File: src/hdl/silu_pkg.sv
package silu_pkg;

  localparam int DATA_W = 32;
  localparam int IDX_W  = 6;
  localparam int DIM_W  = 7;
  localparam int ACC_W  = 40;

  typedef logic [1:0] code_t;

  localparam code_t ST_OK   = 2'd0;
  localparam code_t ST_SAT  = 2'd1;
  localparam code_t ST_ZERO = 2'd2;
  localparam code_t ST_BAD  = 2'd3;

  typedef enum logic [5:0] {
    S_IDLE, S_FIN, S_FCHK,
    S_FI, S_FI1, S_FI2, S_FP, S_FP1, S_FK1, S_FK2,
    S_FS, S_FS1, S_DG1, S_DG2, S_DW,
    S_FQ, S_FQ1, S_U1, S_U2, S_U3,
    S_SF, S_SF1, S_SF2, S_SFP, S_SFP1, S_SFP2, S_SFP3, S_SFP4,
    S_SB, S_SB1, S_SB2, S_SB3, S_SBP, S_SBP1, S_SBP2, S_SBP3, S_SBP4,
    S_SBX, S_SBD, S_SBW,
    S_E0, S_E1, S_EZ
  } state_t;

  typedef enum logic [1:0] {VW_INPUT, VW_QUOT, VW_DIFF} val_src_t;
  typedef enum logic [1:0] {MS_FACTOR, MS_FWD, MS_BWD} mul_src_t;
  typedef enum logic {DS_FACTOR, DS_BWD} div_src_t;
  typedef enum logic [1:0] {ACC_HOLD, ACC_WV, ACC_Y, ACC_SUB} acc_op_t;

  typedef struct packed {
    logic     rs_we;
    logic     col_we;
    logic     val_we;
    val_src_t val_src;
    logic     wv_we;
    logic     y_we;
    logic     x_we;
    logic     b_load;
    logic     b_clear;
    logic     ap_load;
    mul_src_t mul_src;
    logic     div_go;
    div_src_t div_src;
    acc_op_t  acc_op;
    logic     sol_zero;
  } cmd_t;

  typedef struct packed {
    logic [IDX_W-1:0] col_rd;
    logic             mul_sat;
    logic             sub_sat;
    logic             acc_sat;
    logic             div_done;
    logic             div_sat;
    logic             div_zero;
  } stat_t;

  function automatic code_t raise(code_t cur, code_t code);
    return (code > cur) ? code : cur;
  endfunction

endpackage

File: src/hdl/silu_ctrl.sv
module silu_ctrl
  import silu_pkg::*;
#(
  parameter int MAX_DIM      = 64,
  parameter int MAX_NONZEROS = 1024,
  localparam int NW = $clog2(MAX_DIM + 1),
  localparam int RW = $clog2(MAX_DIM + 1),
  localparam int IW = $clog2(MAX_DIM),
  localparam int PW = $clog2(MAX_NONZEROS),
  localparam int CW = $clog2(MAX_NONZEROS + 1)
) (
  input  logic             clk,
  input  logic             rst,
  input  logic [DIM_W-1:0] dimension,
  input  logic             start,
  input  logic             op,
  input  logic [IDX_W-1:0] row,
  input  logic [IDX_W-1:0] column,
  input  logic             last,
  output logic             busy,
  output logic             strobe,
  output logic [IDX_W-1:0] index,
  output logic             final_res,
  output code_t            status,
  output cmd_t             cmd,
  input  stat_t            stat,
  input  logic [CW-1:0]    rs_rd,
  output logic [RW-1:0]    rs_addr,
  output logic [CW-1:0]    rs_wdata,
  output logic [PW-1:0]    ent_addr,
  output logic [IW-1:0]    vec_addr
);

  state_t           state, state_next;
  logic [NW-1:0]    n, n_next;
  logic             load_open, load_open_next;
  logic             ready, ready_next;
  logic [IDX_W-1:0] cur_row, cur_row_next;
  logic [IDX_W-1:0] last_col, last_col_next;
  logic             row_has, row_has_next;
  logic             diag_seen, diag_seen_next;
  logic [CW-1:0]    cnt, cnt_next;
  code_t            eflags, eflags_next;
  code_t            st, st_next;
  logic [NW-1:0]    i, i_next;
  logic [CW-1:0]    p, p_next;
  logic [CW-1:0]    pend, pend_next;
  logic [CW-1:0]    q, q_next;
  logic [CW-1:0]    s, s_next;
  logic [CW-1:0]    kst, kst_next;
  logic [CW-1:0]    kend, kend_next;
  logic [CW-1:0]    pst, pst_next;
  logic [IDX_W-1:0] k, k_next;
  logic [IDX_W-1:0] tc, tc_next;
  logic             ret_upd, ret_upd_next;

  logic [NW-1:0]    edim;
  logic             open_now;
  logic [NW-1:0]    b_n;
  logic [IDX_W-1:0] b_row;
  logic [IDX_W-1:0] b_last;
  logic             b_has;
  logic             b_diag;
  logic [CW-1:0]    b_cnt;
  code_t            b_fl;
  logic             bad;
  logic             adv;
  logic             skip;
  logic             full;
  logic             store;
  logic [7:0]       col8;
  logic [7:0]       i8;

  always_comb begin
    if (dimension == '0) begin
      edim = NW'(1);
    end else if (dimension > DIM_W'(MAX_DIM)) begin
      edim = NW'(MAX_DIM);
    end else begin
      edim = NW'(dimension);
    end
  end

  assign open_now = !load_open;
  assign b_n    = open_now ? edim : n;
  assign b_row  = open_now ? '0 : cur_row;
  assign b_last = open_now ? '0 : last_col;
  assign b_has  = open_now ? 1'b0 : row_has;
  assign b_diag = open_now ? 1'b0 : diag_seen;
  assign b_cnt  = open_now ? '0 : cnt;
  assign b_fl   = open_now ? ST_OK : eflags;

  assign bad = (8'(row) >= 8'(b_n)) || (8'(column) >= 8'(b_n)) || (row < b_row) ||
               ((row == b_row) && b_has && (column <= b_last));
  assign adv   = !bad && (row > b_row);
  assign skip  = 8'(row) > (8'(b_row) + 8'd1);
  assign full  = b_cnt >= CW'(MAX_NONZEROS);
  assign store = !bad && !full;

  assign col8 = 8'(stat.col_rd);
  assign i8   = 8'(i);

  always_ff @(posedge clk) begin
    if (rst) begin
      state     <= S_IDLE;
      n         <= NW'(MAX_DIM);
      load_open <= 1'b0;
      ready     <= 1'b0;
      cur_row   <= '0;
      last_col  <= '0;
      row_has   <= 1'b0;
      diag_seen <= 1'b0;
      cnt       <= '0;
      eflags    <= ST_OK;
      st        <= ST_OK;
      i         <= '0;
    end else begin
      state     <= state_next;
      n         <= n_next;
      load_open <= load_open_next;
      ready     <= ready_next;
      cur_row   <= cur_row_next;
      last_col  <= last_col_next;
      row_has   <= row_has_next;
      diag_seen <= diag_seen_next;
      cnt       <= cnt_next;
      eflags    <= eflags_next;
      st        <= st_next;
      i         <= i_next;
    end
  end

  always_ff @(posedge clk) begin
    p       <= p_next;
    pend    <= pend_next;
    q       <= q_next;
    s       <= s_next;
    kst     <= kst_next;
    kend    <= kend_next;
    pst     <= pst_next;
    k       <= k_next;
    tc      <= tc_next;
    ret_upd <= ret_upd_next;
  end

  always_comb begin
    state_next     = state;
    n_next         = n;
    load_open_next = load_open;
    ready_next     = ready;
    cur_row_next   = cur_row;
    last_col_next  = last_col;
    row_has_next   = row_has;
    diag_seen_next = diag_seen;
    cnt_next       = cnt;
    eflags_next    = eflags;
    st_next        = st;
    i_next         = i;
    p_next         = p;
    pend_next      = pend;
    q_next         = q;
    s_next         = s;
    kst_next       = kst;
    kend_next      = kend;
    pst_next       = pst;
    k_next         = k;
    tc_next        = tc;
    ret_upd_next   = ret_upd;

    cmd       = '0;
    rs_addr   = '0;
    rs_wdata  = cnt;
    ent_addr  = '0;
    vec_addr  = '0;
    strobe    = 1'b0;
    index     = IDX_W'(i);
    final_res = (i + 1'b1) == n;
    status    = st;

    unique case (state)
      S_IDLE: begin
        if (start && !op) begin
          n_next = b_n;
          if (open_now) begin
            ready_next = 1'b0;
          end
          eflags_next = b_fl;
          if (bad || (adv && (!b_diag || skip)) || (!bad && full)) begin
            eflags_next = ST_BAD;
          end
          cur_row_next   = adv ? row : b_row;
          row_has_next   = store ? 1'b1 : (adv ? 1'b0 : b_has);
          diag_seen_next = (store && (column == row)) ? 1'b1 : (adv ? 1'b0 : b_diag);
          last_col_next  = store ? column : b_last;
          cnt_next       = store ? (b_cnt + 1'b1) : b_cnt;
          cmd.rs_we  = adv || open_now;
          rs_addr    = adv ? RW'(8'(b_row) + 8'd1) : '0;
          rs_wdata   = b_cnt;
          cmd.col_we = store;
          cmd.val_we = store;
          cmd.val_src = VW_INPUT;
          ent_addr   = b_cnt[PW-1:0];
          if (last) begin
            load_open_next = 1'b0;
            state_next     = S_FIN;
          end else begin
            load_open_next = 1'b1;
          end
        end else if (start && op) begin
          cmd.wv_we = 8'(row) < 8'(n);
          vec_addr  = row[IW-1:0];
          if (last) begin
            i_next = '0;
            if (ready) begin
              st_next    = eflags;
              state_next = S_SF;
            end else begin
              state_next = S_EZ;
            end
          end
        end
      end

      S_FIN: begin
        cmd.rs_we = 1'b1;
        rs_addr   = RW'(8'(cur_row) + 8'd1);
        rs_wdata  = cnt;
        if (!diag_seen || (8'(n) > (8'(cur_row) + 8'd1))) begin
          eflags_next = ST_BAD;
        end
        state_next = S_FCHK;
      end

      S_FCHK: begin
        if (eflags == ST_BAD) begin
          ready_next = 1'b0;
          state_next = S_IDLE;
        end else begin
          i_next     = NW'(1);
          state_next = S_FI;
        end
      end

      S_FI: begin
        if (i >= n) begin
          ready_next = 1'b1;
          state_next = S_IDLE;
        end else begin
          rs_addr    = RW'(i);
          state_next = S_FI1;
        end
      end

      S_FI1: begin
        p_next     = rs_rd;
        rs_addr    = RW'(i8 + 8'd1);
        state_next = S_FI2;
      end

      S_FI2: begin
        pend_next  = rs_rd;
        state_next = S_FP;
      end

      S_FP: begin
        if (p >= pend) begin
          i_next     = i + 1'b1;
          state_next = S_FI;
        end else begin
          ent_addr   = p[PW-1:0];
          state_next = S_FP1;
        end
      end

      S_FP1: begin
        if (col8 >= i8) begin
          i_next     = i + 1'b1;
          state_next = S_FI;
        end else begin
          k_next     = stat.col_rd;
          rs_addr    = RW'(stat.col_rd);
          state_next = S_FK1;
        end
      end

      S_FK1: begin
        kst_next   = rs_rd;
        rs_addr    = RW'(8'(k) + 8'd1);
        state_next = S_FK2;
      end

      S_FK2: begin
        kend_next    = rs_rd;
        s_next       = kst;
        tc_next      = k;
        ret_upd_next = 1'b0;
        state_next   = S_FS;
      end

      S_FS: begin
        if (s >= kend) begin
          if (ret_upd) begin
            q_next     = q + 1'b1;
            state_next = S_FQ;
          end else begin
            cmd.b_clear = 1'b1;
            ent_addr    = p[PW-1:0];
            state_next  = S_DG2;
          end
        end else begin
          ent_addr   = s[PW-1:0];
          state_next = S_FS1;
        end
      end

      S_FS1: begin
        if (stat.col_rd == tc) begin
          ent_addr   = s[PW-1:0];
          state_next = ret_upd ? S_U1 : S_DG1;
        end else begin
          s_next     = s + 1'b1;
          state_next = S_FS;
        end
      end

      S_DG1: begin
        cmd.b_load = 1'b1;
        ent_addr   = p[PW-1:0];
        state_next = S_DG2;
      end

      S_DG2: begin
        cmd.div_go  = 1'b1;
        cmd.div_src = DS_FACTOR;
        state_next  = S_DW;
      end

      S_DW: begin
        if (stat.div_done) begin
          cmd.val_we  = 1'b1;
          cmd.val_src = VW_QUOT;
          cmd.ap_load = 1'b1;
          ent_addr    = p[PW-1:0];
          if (stat.div_zero) begin
            eflags_next = raise(eflags, ST_ZERO);
          end else if (stat.div_sat) begin
            eflags_next = raise(eflags, ST_SAT);
          end
          q_next     = p + 1'b1;
          state_next = S_FQ;
        end
      end

      S_FQ: begin
        if (q >= pend) begin
          p_next     = p + 1'b1;
          state_next = S_FP;
        end else begin
          ent_addr   = q[PW-1:0];
          state_next = S_FQ1;
        end
      end

      S_FQ1: begin
        tc_next      = stat.col_rd;
        s_next       = kst;
        ret_upd_next = 1'b1;
        state_next   = S_FS;
      end

      S_U1: begin
        cmd.mul_src = MS_FACTOR;
        ent_addr    = q[PW-1:0];
        state_next  = S_U2;
      end

      S_U2: begin
        ent_addr   = q[PW-1:0];
        state_next = S_U3;
      end

      S_U3: begin
        cmd.val_we  = 1'b1;
        cmd.val_src = VW_DIFF;
        ent_addr    = q[PW-1:0];
        if (stat.mul_sat || stat.sub_sat) begin
          eflags_next = raise(eflags, ST_SAT);
        end
        q_next     = q + 1'b1;
        state_next = S_FQ;
      end

      S_SF: begin
        if (i >= n) begin
          i_next     = n - 1'b1;
          state_next = S_SB;
        end else begin
          vec_addr   = i[IW-1:0];
          rs_addr    = RW'(i);
          state_next = S_SF1;
        end
      end

      S_SF1: begin
        cmd.acc_op = ACC_WV;
        p_next     = rs_rd;
        rs_addr    = RW'(i8 + 8'd1);
        state_next = S_SF2;
      end

      S_SF2: begin
        pend_next  = rs_rd;
        state_next = S_SFP;
      end

      S_SFP: begin
        if (p >= pend) begin
          cmd.y_we = 1'b1;
          vec_addr = i[IW-1:0];
          if (stat.acc_sat) begin
            st_next = raise(st, ST_SAT);
          end
          i_next     = i + 1'b1;
          state_next = S_SF;
        end else begin
          ent_addr   = p[PW-1:0];
          state_next = S_SFP1;
        end
      end

      S_SFP1: begin
        if (col8 >= i8) begin
          cmd.y_we = 1'b1;
          vec_addr = i[IW-1:0];
          if (stat.acc_sat) begin
            st_next = raise(st, ST_SAT);
          end
          i_next     = i + 1'b1;
          state_next = S_SF;
        end else begin
          vec_addr   = stat.col_rd[IW-1:0];
          ent_addr   = p[PW-1:0];
          state_next = S_SFP2;
        end
      end

      S_SFP2: begin
        cmd.mul_src = MS_FWD;
        state_next  = S_SFP3;
      end

      S_SFP3: begin
        state_next = S_SFP4;
      end

      S_SFP4: begin
        cmd.acc_op = ACC_SUB;
        if (stat.mul_sat) begin
          st_next = raise(st, ST_SAT);
        end
        p_next     = p + 1'b1;
        state_next = S_SFP;
      end

      S_SB: begin
        rs_addr    = RW'(i);
        state_next = S_SB1;
      end

      S_SB1: begin
        pst_next   = rs_rd;
        rs_addr    = RW'(i8 + 8'd1);
        state_next = S_SB2;
      end

      S_SB2: begin
        p_next     = rs_rd;
        vec_addr   = i[IW-1:0];
        state_next = S_SB3;
      end

      S_SB3: begin
        cmd.acc_op = ACC_Y;
        state_next = S_SBP;
      end

      S_SBP: begin
        if (p > pst) begin
          ent_addr   = PW'(p - 1'b1);
          state_next = S_SBP1;
        end else begin
          state_next = S_SBX;
        end
      end

      S_SBP1: begin
        if (col8 > i8) begin
          p_next     = p - 1'b1;
          ent_addr   = PW'(p - 1'b1);
          vec_addr   = stat.col_rd[IW-1:0];
          state_next = S_SBP2;
        end else begin
          state_next = S_SBX;
        end
      end

      S_SBP2: begin
        cmd.mul_src = MS_BWD;
        state_next  = S_SBP3;
      end

      S_SBP3: begin
        state_next = S_SBP4;
      end

      S_SBP4: begin
        cmd.acc_op = ACC_SUB;
        if (stat.mul_sat) begin
          st_next = raise(st, ST_SAT);
        end
        state_next = S_SBP;
      end

      S_SBX: begin
        ent_addr   = (p > pst) ? PW'(p - 1'b1) : p[PW-1:0];
        state_next = S_SBD;
      end

      S_SBD: begin
        cmd.div_go  = 1'b1;
        cmd.div_src = DS_BWD;
        if (stat.acc_sat) begin
          st_next = raise(st, ST_SAT);
        end
        state_next = S_SBW;
      end

      S_SBW: begin
        if (stat.div_done) begin
          cmd.x_we = 1'b1;
          vec_addr = i[IW-1:0];
          if (stat.div_zero) begin
            st_next = raise(st, ST_ZERO);
          end else if (stat.div_sat) begin
            st_next = raise(st, ST_SAT);
          end
          if (i == '0) begin
            state_next = S_E0;
          end else begin
            i_next     = i - 1'b1;
            state_next = S_SB;
          end
        end
      end

      S_E0: begin
        vec_addr   = i[IW-1:0];
        state_next = S_E1;
      end

      S_E1: begin
        strobe = 1'b1;
        if ((i + 1'b1) == n) begin
          state_next = S_IDLE;
        end else begin
          i_next     = i + 1'b1;
          state_next = S_E0;
        end
      end

      S_EZ: begin
        strobe       = 1'b1;
        cmd.sol_zero = 1'b1;
        status       = ST_BAD;
        if ((i + 1'b1) == n) begin
          state_next = S_IDLE;
        end else begin
          i_next = i + 1'b1;
        end
      end

      default: begin
        state_next = S_IDLE;
      end
    endcase
  end

  assign busy = state != S_IDLE;

endmodule

File: config.mk
export PLATFORM = sky130hd
export DESIGN_NAME = silu_ctrl
export DESIGN_NICKNAME = d
export VERILOG_FILES = /design/src/hdl/silu_pkg.sv /design/src/hdl/silu_ctrl.sv
export SDC_FILE = /design/constraint.sdc
export NUM_CORES = 1
export LEC_CHECK = 0
export BUFFER_PORTS_ARGS = -buffer_cell sky130_fd_sc_hd__buf_4
export CAP_MARGIN = 0
export CELL_PAD_IN_SITES_DETAIL_PLACEMENT = 1
export CELL_PAD_IN_SITES_GLOBAL_PLACEMENT = 1
export CORE_MARGIN = 4
export CORE_UTILIZATION = 47
export CTS_BUF_LIST = sky130_fd_sc_hd__clkbuf_8
export CTS_CLUSTER_DIAMETER = 100
export DETAILED_ROUTE_END_ITERATION = 8
export PLACE_DENSITY = 0.8
export SYNTH_ARGS = -nofsm -noshare
export SYNTH_HDL_FRONTEND = slang
export SYNTH_SLANG_ARGS = --single-unit
File: constraint.sdc
create_clock -name clk -period 5.1 [get_ports clk]
set_input_delay 1.02 -clock clk [delete_from_list [all_inputs] [get_ports clk]]
set_output_delay 1.02 -clock clk [all_outputs]
set_load 0.005 [all_outputs]
==> flow_metrics.tcl, run 1 <==
set metrics [dict create \
    status "finished, final reports clean" \
    route.detailed.drc 0 \
    hp-class "reg2reg" \
    avgSynthCellArea_um2 8.46 \
    layout_commonest_cell "buf_4" \
    regArea_um2 3730 \
    clkPwrFrac_pct 22.0 \
    fill_cells 3001 \
    grt_pass1_wl_um 72400 \
    grt_pass1_vias 12400 \
    layout_common_cells "buf_4 (166), nand2_1 (142), ha_1 (111)" \
    cts_tree "yes" \
    internal_power_uw 2740 \
    ys_async_sr_fraction_pct 0 \
    finalCritPeriodShare_pct 98.7 \
    tns_ns 0 \
    startpoint_type "primary input" \
    yosys-top-cells-area "edfxtp_1 (22%), ha_1 (12%), dfxtp_1 (8.5%)" \
    clk_latency_ns 0.47 \
    hpwl_um 36400 \
    fin_nets 1686 \
    syn_inst 1425 \
    cap_violations 0 \
    worstPathRequired_ns 4.08 \
    cpMaxStageDelayCell "or4_4" \
    multi_input_area_um2 7690 \
    die_area_um2 28300 \
    cp_cell_sequence "buf_4 > nor3_2 > a21oi_1 > o31ai_2 > ha_1 > nand2b_1 > a211oi_2 > o22ai_1 > o41a_1 > or4_4 > buf_4 > o211ai_1 > buf_4" \
    drtPass1Iterations 5 \
    area_growth_pct 15.0 \
    ios 110 \
    power.total_uw 4890 \
    timing.final.max_slew_violations 0 \
    grt_max_degree 51 \
    synth_top_area_share_pct 22.4 \
    vdd_drop_max_v 0.000155 \
    rows 58 \
    wirelength_um 47900 \
    numCtsBuffers 17 \
    seq_power_share_pct 31.5 \
    hold_violations 0 \
    worstMarginPinSlew_ns 1.24 \
    antenna_cells 0 \
    fin_area_um2 13900 \
    ys.warnings.count 0 \
    routabilityCongestion 0.928 \
    wl_per_cell_um 25.6 \
    endpoint_kind "primary output" \
    start_util_pct 47.9 \
    die_h_um 168 \
    place_area_um2 13300 \
    h-tree-depth 4 \
    yosys.cell_types.count 92 \
    finClkSkew_ns 0.0218 \
    cts_sinks 141 \
    clock_path_buffers 2 \
    comb_power_share_pct 46.5 \
    yosysTopAreaCell "edfxtp_1" \
    cts_root_buf "clkbuf_8" \
    syn_nets 1583 \
    antenna_found_initial 0 \
    p_leak_uw 0.00552 \
    drtIter0Drc 1241 \
    maxSlewHeadroom_pct 17.0 \
    min_period_ns 5.03 \
    drive_gt1_share_pct 16.5 \
    ant_nets 0 \
    critical_path_arrival_ns 4.01 \
    max_freq_ghz 0.199 \
    synth.yosys.seq_area_share_pct 30.9 \
    crit_top_cell "buf_4" \
    crit_type "in2out" \
    path_max_fanout 3 \
    p_switching_uw 2150 \
    overflow 0 \
    routed-via-count 12300 \
    path_clk_slew_ns 0.11 \
    die_w_um 168 \
    netlist_area_um2 12100 \
    max_stage_delay_ns 0.56 \
    numPortBuffers 109 \
    synthFlopType "edfxtp_1" \
    synth-edff-count 90 \
    track_usage_pct 32.7 \
    sw_frac_of_total_pct 43.9 \
    vias_per_cell 6.58 \
    reg2reg_slack_ns 0.96 \
    core_area_um2 25200 \
    ys_ff_latch 141 \
    final-setup-viol-count 0 \
    p_per_area_nw_per_um2 353 \
]
registers in the layout, indices dropped and copies added, names as in the netlist:
register,flops
cnt,11
cur_row,6
diag_seen,1
eflags,2
i,7
k,6
kend,11
kst,11
last_col,6
load_open,1
n,7
p,11
pend,11
pst,11
q,11
ready,1
ret_upd,1
row_has,1
s,11
st,2
state,6
tc,6
stage by stage:
step,setup slack [ns],std cells,hold WS [ns],utilization [%]
2_1_floorplan,0.256,1425,0.445,-
3_3_place_gp,0.00702,1833,0.460,52.8
3_5_place_dp,-0.0500,1833,0.467,52.8
4_1_cts,0.0692,1865,0.482,54.7
5_1_grt,-0.0734,1871,0.501,55.0
6_report,0.0657,1871,0.480,55.0
cell usage after synthesis, types with 19 or more instances:
cell type	instances
nand3_1	47
nor2_1	91
xor2_1	27
nor3_1	41
ha_1	111
nand2b_1	21
inv_1	82
o21ai_0	77
dfxtp_1	51
nand4_1	21
edfxtp_1	90
a21oi_1	92
a211oi_1	26
nor2b_1	24
xnor2_1	44
clkbuf_1	49
nand2_1	142
and2_1	19
and3_1	29
logic make-up after synthesis:
logic type	Yosys count	synth area share, %
AND/OR/NAND/NOR	526	22.8
multiplexers	12	1.10
flip-flops	141	30.9
buffers and inverters	166	5.70
AO/OA/AOI/OAI	396	22.4
XOR/XNOR	73	5.54
adder cells (fa/ha/maj)	111	11.5
path summary, 6_finish.rpt:
check	startpoint	endpoint	cells past startpoint
worst min-delay path	last_col[0]$_SDFFE_PP0P_	last_col[0]$_SDFFE_PP0P_	2
worst max register to register	load_open$_SDFFE_PP0P_	eflags[0]$_SDFFE_PP0P_	14
worst max-delay path	dimension[2]	rs_addr[4]	13
worst min register to register	last_col[0]$_SDFFE_PP0P_	last_col[0]$_SDFFE_PP0P_	2
worst max-delay path, delay by kind of cell:
kind / cells / cell delay [ns]
AOI/OAI and AO/OA: 6 / 1.37
buffers and inverters: 3 / 0.44
and+or+nand+nor: 3 / 0.89
adders and majority gates: 1 / 0.29
repair_timing:
item,CTS,global route
resized for setup,2,8
hold buffers,0,0
pin swaps,0,1
setup endpoints to repair,1,9
cloned,0,1
setup buffers,0,5
layer usage:
metal  GRT usage (%)  vias up  part of all wire [%]
met5               0        -                     0
met4            11.7        0                   3.8
met3            5.66      106                   7.5
met2            54.3      530                    47
met1            42.9     6135                    41
li1                -     5531                     -
layout make-up:
type                            instances  share of cell area [%]
Timing Repair Buffer                  167                    9.07
Inverter                               83                    2.25
Clock buffer                           17                    1.69
Tap cell                              330                    2.98
Sequential cell                       141                    26.9
Multi-Input combinational cell       1118                    55.5
Clock inverter                         15                    1.60
power by group through the flow:
stage / sequential, uW / clock, uW / combinational [uW]
floorplan: 1470 / 0 / 1470
global placement: 1550 / 0 / 2110
detailed placement: 1560 / 0 / 2190
CTS: 1530 / 1080 / 2210
global route: 1560 / 1130 / 2440
finish: 1540 / 1070 / 2280
No activity file was read; power rests on OpenSTA's default activity.
==> inputs of run 2 (changes only) <==
--- a/config.mk
+++ b/config.mk
@@ -5,12 +5,13 @@
 export SDC_FILE = /design/constraint.sdc
 export NUM_CORES = 1
 export LEC_CHECK = 0
+export ABC_AREA = 1
 export BUFFER_PORTS_ARGS = -buffer_cell sky130_fd_sc_hd__buf_4
 export CAP_MARGIN = 0
 export CELL_PAD_IN_SITES_DETAIL_PLACEMENT = 1
 export CELL_PAD_IN_SITES_GLOBAL_PLACEMENT = 1
 export CORE_MARGIN = 4
-export CORE_UTILIZATION = 47
+export CORE_UTILIZATION = 45
 export CTS_BUF_LIST = sky130_fd_sc_hd__clkbuf_8
 export CTS_CLUSTER_DIAMETER = 100
 export DETAILED_ROUTE_END_ITERATION = 8
==> run 2 against run 1 <==
  * Register-to-register slack improved by 0.79 ns
  * Fmax increased by 5.4%
  * Combinational power increased by 9.6%
  * Clock skew increased by 0.0081 ns
  * Clock power decreased by 11%
  * Hold slack improved by 0.015 ns
  * Global-route usage decreased by 0.36 points
  * Routed wire length decreased by 1.8%
  * Largest power group unchanged
  * Highest routed layer unchanged
==> flow_metrics.tcl, run 2 <==
set metrics [dict create \
    routabilityCongestion 1.01 \
    r2r-start "load_open$_SDFFE_PP0P_" \
    avgSynthCellArea_um2 7.10 \
    ys.warnings.count 0 \
    p_per_area_nw_per_um2 376 \
    layout_commonest_cell "nand2_1" \
    routed-via-count 12400 \
    hold_violations 0 \
    layout_common_cells "nand2_1 (413), inv_1 (248), nor2_1 (169)" \
    tns_ns 0 \
    reg2reg_slack_ns 1.75 \
    finalCritPeriodShare_pct 93.6 \
    utilization_pct 51.5 \
    die_area_um2 29200 \
    die_h_um 171 \
    grt_pass1_wl_um 72900 \
    yosys.cell_types.count 55 \
    synth_most_common_cell "nand2_1" \
    worstMarginPinSlew_ns 0.966 \
    wl_per_cell_um 22.0 \
    numCtsBuffers 17 \
    wirelength_um 47100 \
    status "finished, final reports clean" \
    core_area_um2 26100 \
    multi_input_area_um2 7000 \
    maxSlewHeadroom_pct 35.2 \
    rows 59 \
    cts_tree "yes" \
    setup.worst_path.end "rs_addr[1]" \
    ctsHoldBuffers 0 \
    syn_inst 1685 \
    synth_top_area_share_pct 22.6 \
    fill_cells 3459 \
    antenna_found_initial 1 \
    regArea_um2 3720 \
    hp-class "reg2reg" \
    ios 110 \
    fin_nets 1945 \
    numPortBuffers 109 \
    drtIter0Drc 880 \
    startpoint_type "primary input" \
    top_layer "met4" \
    hpwl_um 37500 \
    grt_setup_unrepaired "false" \
    drtPass1Iterations 7 \
    grt_max_degree 28 \
    vias_per_cell 5.80 \
    crit_type "in2out" \
    ant_nets 0 \
    cts_sinks 141 \
    worstPathRequired_ns 4.08 \
    die_w_um 171 \
    overflow 0 \
    postCtsSetupBuffers 0 \
    h-tree-depth 4 \
    p_leak_uw 0.00655 \
    area_growth_pct 12.5 \
    synthFlopType "edfxtp_1" \
    wl_met3_um 2610 \
    route.detailed.drc 0 \
    wl_met2_um 23100 \
    clk_latency_ns 0.49 \
    grt_pass1_vias 13000 \
    rr_worst_depth 17 \
    ys_async_sr_fraction_pct 0 \
    endpoint_kind "primary output" \
    track_usage_pct 32.3 \
    netlist_top_cells_count "nand2_1 (414), inv_1 (248), nor2_1 (169)" \
    start_util_pct 45.8 \
    critical_path_arrival_ns 3.76 \
    syn_nets 1843 \
    synth-edff-count 90 \
    vdd_drop_max_v 0.000164 \
    wl_met1_um 19100 \
    drive_gt1_share_pct 11.6 \
    netlist_area_um2 12000 \
    synth.yosys.seq_area_share_pct 31.1 \
    timing.final.max_slew_violations 0 \
    yosys-top-cells-area "edfxtp_1 (23%), nand2_1 (13%), ha_1 (12%)" \
    ys_ff_latch 141 \
    antenna_cells 0 \
    max_freq_ghz 0.209 \
    min_period_ns 4.78 \
    cts_root_buf "clkbuf_8" \
    regToRegEndpoint "cnt[5]$_SDFFE_PP0P_" \
    finClkSkew_ns 0.0298 \
    yosysTopAreaCell "edfxtp_1" \
    path_max_fanout 7 \
    clock_path_buffers 2 \
    cap_violations 0 \
    setup.worst_path.start "dimension[4]" \
    path_clk_slew_ns 0.09 \
    final-setup-viol-count 0 \
]
## run 2: cell count changes in the layout (fill, tap and decap cells not counted), moves of 21 or more
cell      before  now
nor2b_1       24    0
nand2b_1      21    0
inv_1         82  248
nand3_1       47  105
xnor2_1       44    7
nand2_1      142  413
buf_4        166  127
and3_1        29    0
nor2_1        91  169
## run 2: timing repair
| action | in CTS | in global routing |
|---|---|---|
| endpoints found under the setup margin | 0 | 3 |
| endpoints found under the hold margin | 0 | 0 |
| resized for setup | 0 | 1 |
## run 2: area by class of cell
| cell class | count | area share (%) |
|---|---|---|
| Clock buffer | 17 | 1.74 |
| Multi-Input combinational cell | 1239 | 52.0 |
| Tap cell | 335 | 3.12 |
| Timing Repair Buffer | 127 | 7.09 |
| Sequential cell | 141 | 27.7 |
| Clock inverter | 15 | 1.09 |
| Inverter | 261 | 7.28 |
## run 2: through the flow
stage	instance area, um^2	hold slack, ns	power [uW]	setup slack, ns	std cells
after global routing	13500	0.532	5420	0.0372	2135
final	13500	0.495	5060	0.324	2135
after floorplan	12000	0.457	3230	0.901	1685
after CTS	13500	0.496	5030	0.233	2135
after detailed placement	13100	0.483	4080	0.255	2103
after global placement	13100	0.470	4010	0.403	2103
## run 2: worst min path at each step
| stage | startpoint | to | depth (start not counted) | slack (ns) |
|---|---|---|---|---|
| global placement | cnt[9]$_SDFFE_PP0P_ | cnt[9]$_SDFFE_PP0P_ | 2 | 0.47 |
| detailed placement | cnt[9]$_SDFFE_PP0P_ | cnt[9]$_SDFFE_PP0P_ | 2 | 0.48 |
| global route | cnt[7]$_SDFFE_PP0P_ | cnt[7]$_SDFFE_PP0P_ | 2 | 0.53 |
| floorplan | cnt[9]$_SDFFE_PP0P_ | cnt[9]$_SDFFE_PP0P_ | 2 | 0.46 |
| finish | cnt[9]$_SDFFE_PP0P_ | cnt[9]$_SDFFE_PP0P_ | 2 | 0.49 |
| CTS | cnt[9]$_SDFFE_PP0P_ | cnt[9]$_SDFFE_PP0P_ | 2 | 0.50 |
## run 2: routing by layer
| layer | vias up | GRT usage (%) |
|---|---|---|
| met2 | 412 | 57.3 |
| met5 | - | 0 |
| met3 | 130 | 4.62 |
| met1 | 6033 | 39.0 |
| li1 | 5816 | - |
| met4 | 0 | 14.2 |
## run 2: cells by family (layout without fill, tap and decap cells)
kind of cell,count (synthesis),in the layout,synth area share [%]
AO/OA/AOI/OAI,274,274,13.6
XOR/XNOR,49,49,3.82
flip-flops,141,141,31.1
AND/OR/NAND/NOR,805,805,29.4
buffers and inverters,305,420,10.4
adder cells (fa/ha/maj),111,111,11.6
## run 2: where the power goes
group / internal (uW) / switching, uW
clock: 364 / 586
combinational: 844 / 1660
sequential: 1400 / 210
total: 2600 / 2460
## run 2: critical path: stages
cell and delay, ns:
buf_4 0.12, nor4_1 0.28, nand2_1 0.10, nor2_1 0.10, nor2_1 0.06, nand2_1 0.09, inv_1 0.05, a21oi_1 0.18
ha_1 0.26, o21ai_0 0.15, nand2_1 0.07, nand2_1 0.06, nand2_1 0.04, nand2_1 0.05, nand2_1 0.06, nor2_2 0.18
nand2_1 0.08, nor2_2 0.12, nand2_2 0.16, inv_1 0.15, a21oi_1 0.08, o21ai_0 0.12, buf_4 0.16
==> inputs of run 3 (changes only) <==
--- a/config.mk
+++ b/config.mk
@@ -16,6 +16,8 @@
 export CTS_CLUSTER_DIAMETER = 100
 export DETAILED_ROUTE_END_ITERATION = 8
 export PLACE_DENSITY = 0.8
+export RECOVER_POWER = 25
+export SLEW_MARGIN = 20
 export SYNTH_ARGS = -nofsm -noshare
 export SYNTH_HDL_FRONTEND = slang
 export SYNTH_SLANG_ARGS = --single-unit
==> run 3 against run 2 <==
  * Final cell count is the same
  * Flip-flop and latch count unchanged
  * Register-to-register slack worse by 0.26 ns
  * Design area fell by 0.58%
  * First-iteration DRC count is 6.8% higher
  * Non-clock buffer count unchanged
  * Highest routed layer unchanged
  * Critical path depth is 15 lower
  * Sequential share of layout area is 0.16 points higher
  * Sequential power hardly changed
  * Via count fell by 0.56%
  * Fmax decreased by 0.78%
==> flow_metrics.tcl, run 3 (synthesis results as in run 2) <==
set metrics [dict create \
    cts_root_buf "clkbuf_8" \
    cp_cell_sequence "nor2_1 > nand3_1 > inv_1 > a32oi_1 > nand2_1 > a21oi_1 > o2111ai_1 > buf_4" \
    antenna_found_initial 1 \
    fin_area_um2 13400 \
    min_period_ns 4.81 \
    critical_path_arrival_ns 3.79 \
    finClkSkew_ns 0.0280 \
    wl_per_cell_um 22.0 \
    h-tree-depth 4 \
    start_util_pct 45.8 \
    ctsHoldBuffers 0 \
    clock_path_buffers 2 \
    drive_gt1_share_pct 10.4 \
    timing.final.max_slew_violations 0 \
    vias_per_cell 5.77 \
    utilization_pct 51.2 \
    track_usage_pct 32.3 \
    routabilityCongestion 1.01 \
    rows 59 \
    cts_tree "yes" \
    core_area_um2 26100 \
    max_stage_delay_ns 1.00 \
    critPathBufInv 2 \
    layout_commonest_cell "nand2_1" \
    die_w_um 171 \
    grt_pass1_vias 13000 \
    cap_violations 0 \
    route.detailed.drc 0 \
    worstPathRequired_ns 4.08 \
    ant_nets 0 \
    numCtsBuffers 17 \
    fin_nets 1945 \
    place_area_um2 13100 \
    maxSlewHeadroom_pct 12.9 \
    worstMarginPinSlew_ns 1.30 \
    grt_pass1_wl_um 72900 \
    regArea_um2 3720 \
    tns_ns 0 \
    cpMaxStageDelayCell "nor2_1" \
    cts_sinks 141 \
    final-setup-viol-count 0 \
    ios 110 \
    status "finished, final reports clean" \
    multi_input_area_um2 6990 \
    crit_type "reg2out" \
    clk_latency_ns 0.48 \
    vdd_drop_max_v 0.000163 \
    path_clk_slew_ns 0.10 \
    path_max_fanout 16 \
    grt_max_degree 28 \
    die_h_um 171 \
    layout_common_cells "nand2_1 (413), inv_1 (248), nor2_1 (171)" \
    hold_violations 0 \
    finalCritPeriodShare_pct 94.4 \
    numPortBuffers 109 \
    die_area_um2 29200 \
    antenna_cells 0 \
    endpoint_kind "primary output" \
    routed-via-count 12300 \
    hpwl_um 37500 \
    fill_cells 3467 \
    area_growth_pct 11.9 \
    drtIter0Drc 940 \
    hp-class "reg2reg" \
    drtPass1Iterations 8 \
    startpoint_type "register" \
    p_per_area_nw_per_um2 377 \
    max_freq_ghz 0.208 \
    critPathTopFamily "simple AND/OR/NAND/NOR gates" \
    wirelength_um 46900 \
    overflow 0 \
    grt_setup_unrepaired "false" \
    p_leak_uw 0.00648 \
]
[run 3: cell count changes in the layout (fill, tap and decap cells not counted), sizes merged]
cell,change
buf,-18
clkbuf,+18
[run 3: final timing paths]
path	from	to	slack, ns	cells past startpoint
setup / recovery	state[4]$_SDFFE_PP0P_	ent_addr[5]	0.29	8
hold / removal	cnt[9]$_SDFFE_PP0P_	cnt[9]$_SDFFE_PP0P_	0.49	2
setup reg to reg	state[1]$_SDFFE_PP0P_	s[4]$_DFFE_PP_	1.49	6
hold reg to reg	cnt[9]$_SDFFE_PP0P_	cnt[9]$_SDFFE_PP0P_	0.49	2
[run 3: through the flow]
| step | total power [uW] | hold WS (ns) | setup WS (ns) | instances |
|---|---|---|---|---|
| 2_1_floorplan | 3230 | 0.457 | 0.901 | 1685 |
| 3_3_place_gp | 4010 | 0.470 | 0.403 | 2103 |
| 3_5_place_dp | 4080 | 0.483 | 0.255 | 2103 |
| 4_1_cts | 5030 | 0.496 | 0.233 | 2135 |
| 5_1_grt | 5410 | 0.532 | 0.0372 | 2135 |
| 6_report | 5040 | 0.494 | 0.287 | 2135 |
[run 3: per-layer routing]
layer	track usage, %	wire length (um)	vias up
met4	14.2	2140	0
met3	4.62	2670	121
met1	39.0	19000	5978
met5	0	0	-
li1	-	-	5818
met2	57.3	23100	405
[run 3: worst register-to-register path, cell delays in order, from the launching register on]
cell and delay, ns:
dfxtp_1 0.38, nor2_1 0.87, nand3_1 0.64, nand2_1 0.50
buf_4 0.34, inv_1 0.10, nand2_1 0.42
[run 3: final cells by class]
cell class              instances  area share [%]
clock inverters                15            1.09
repair buffers                127            6.62
multi-input cells            1239            52.2
well taps                     335            3.13
inverters                     261            7.32
flip-flops and latches        141            27.8
clock buffers                  17            1.75
[run 3: timing repair]
action	4_1_cts	5_1_grt
resized for setup	0	1
hold endpoints to repair	0	0
endpoints found under the setup margin	0	3
setup buffers	0	0
[run 3: where the power goes]
part           internal [uW]  switching [uW]  total, uW
logic                    836            1660       2490
clock network            364             583        947
registers               1400             207       1600
total                   2600            2450       5040
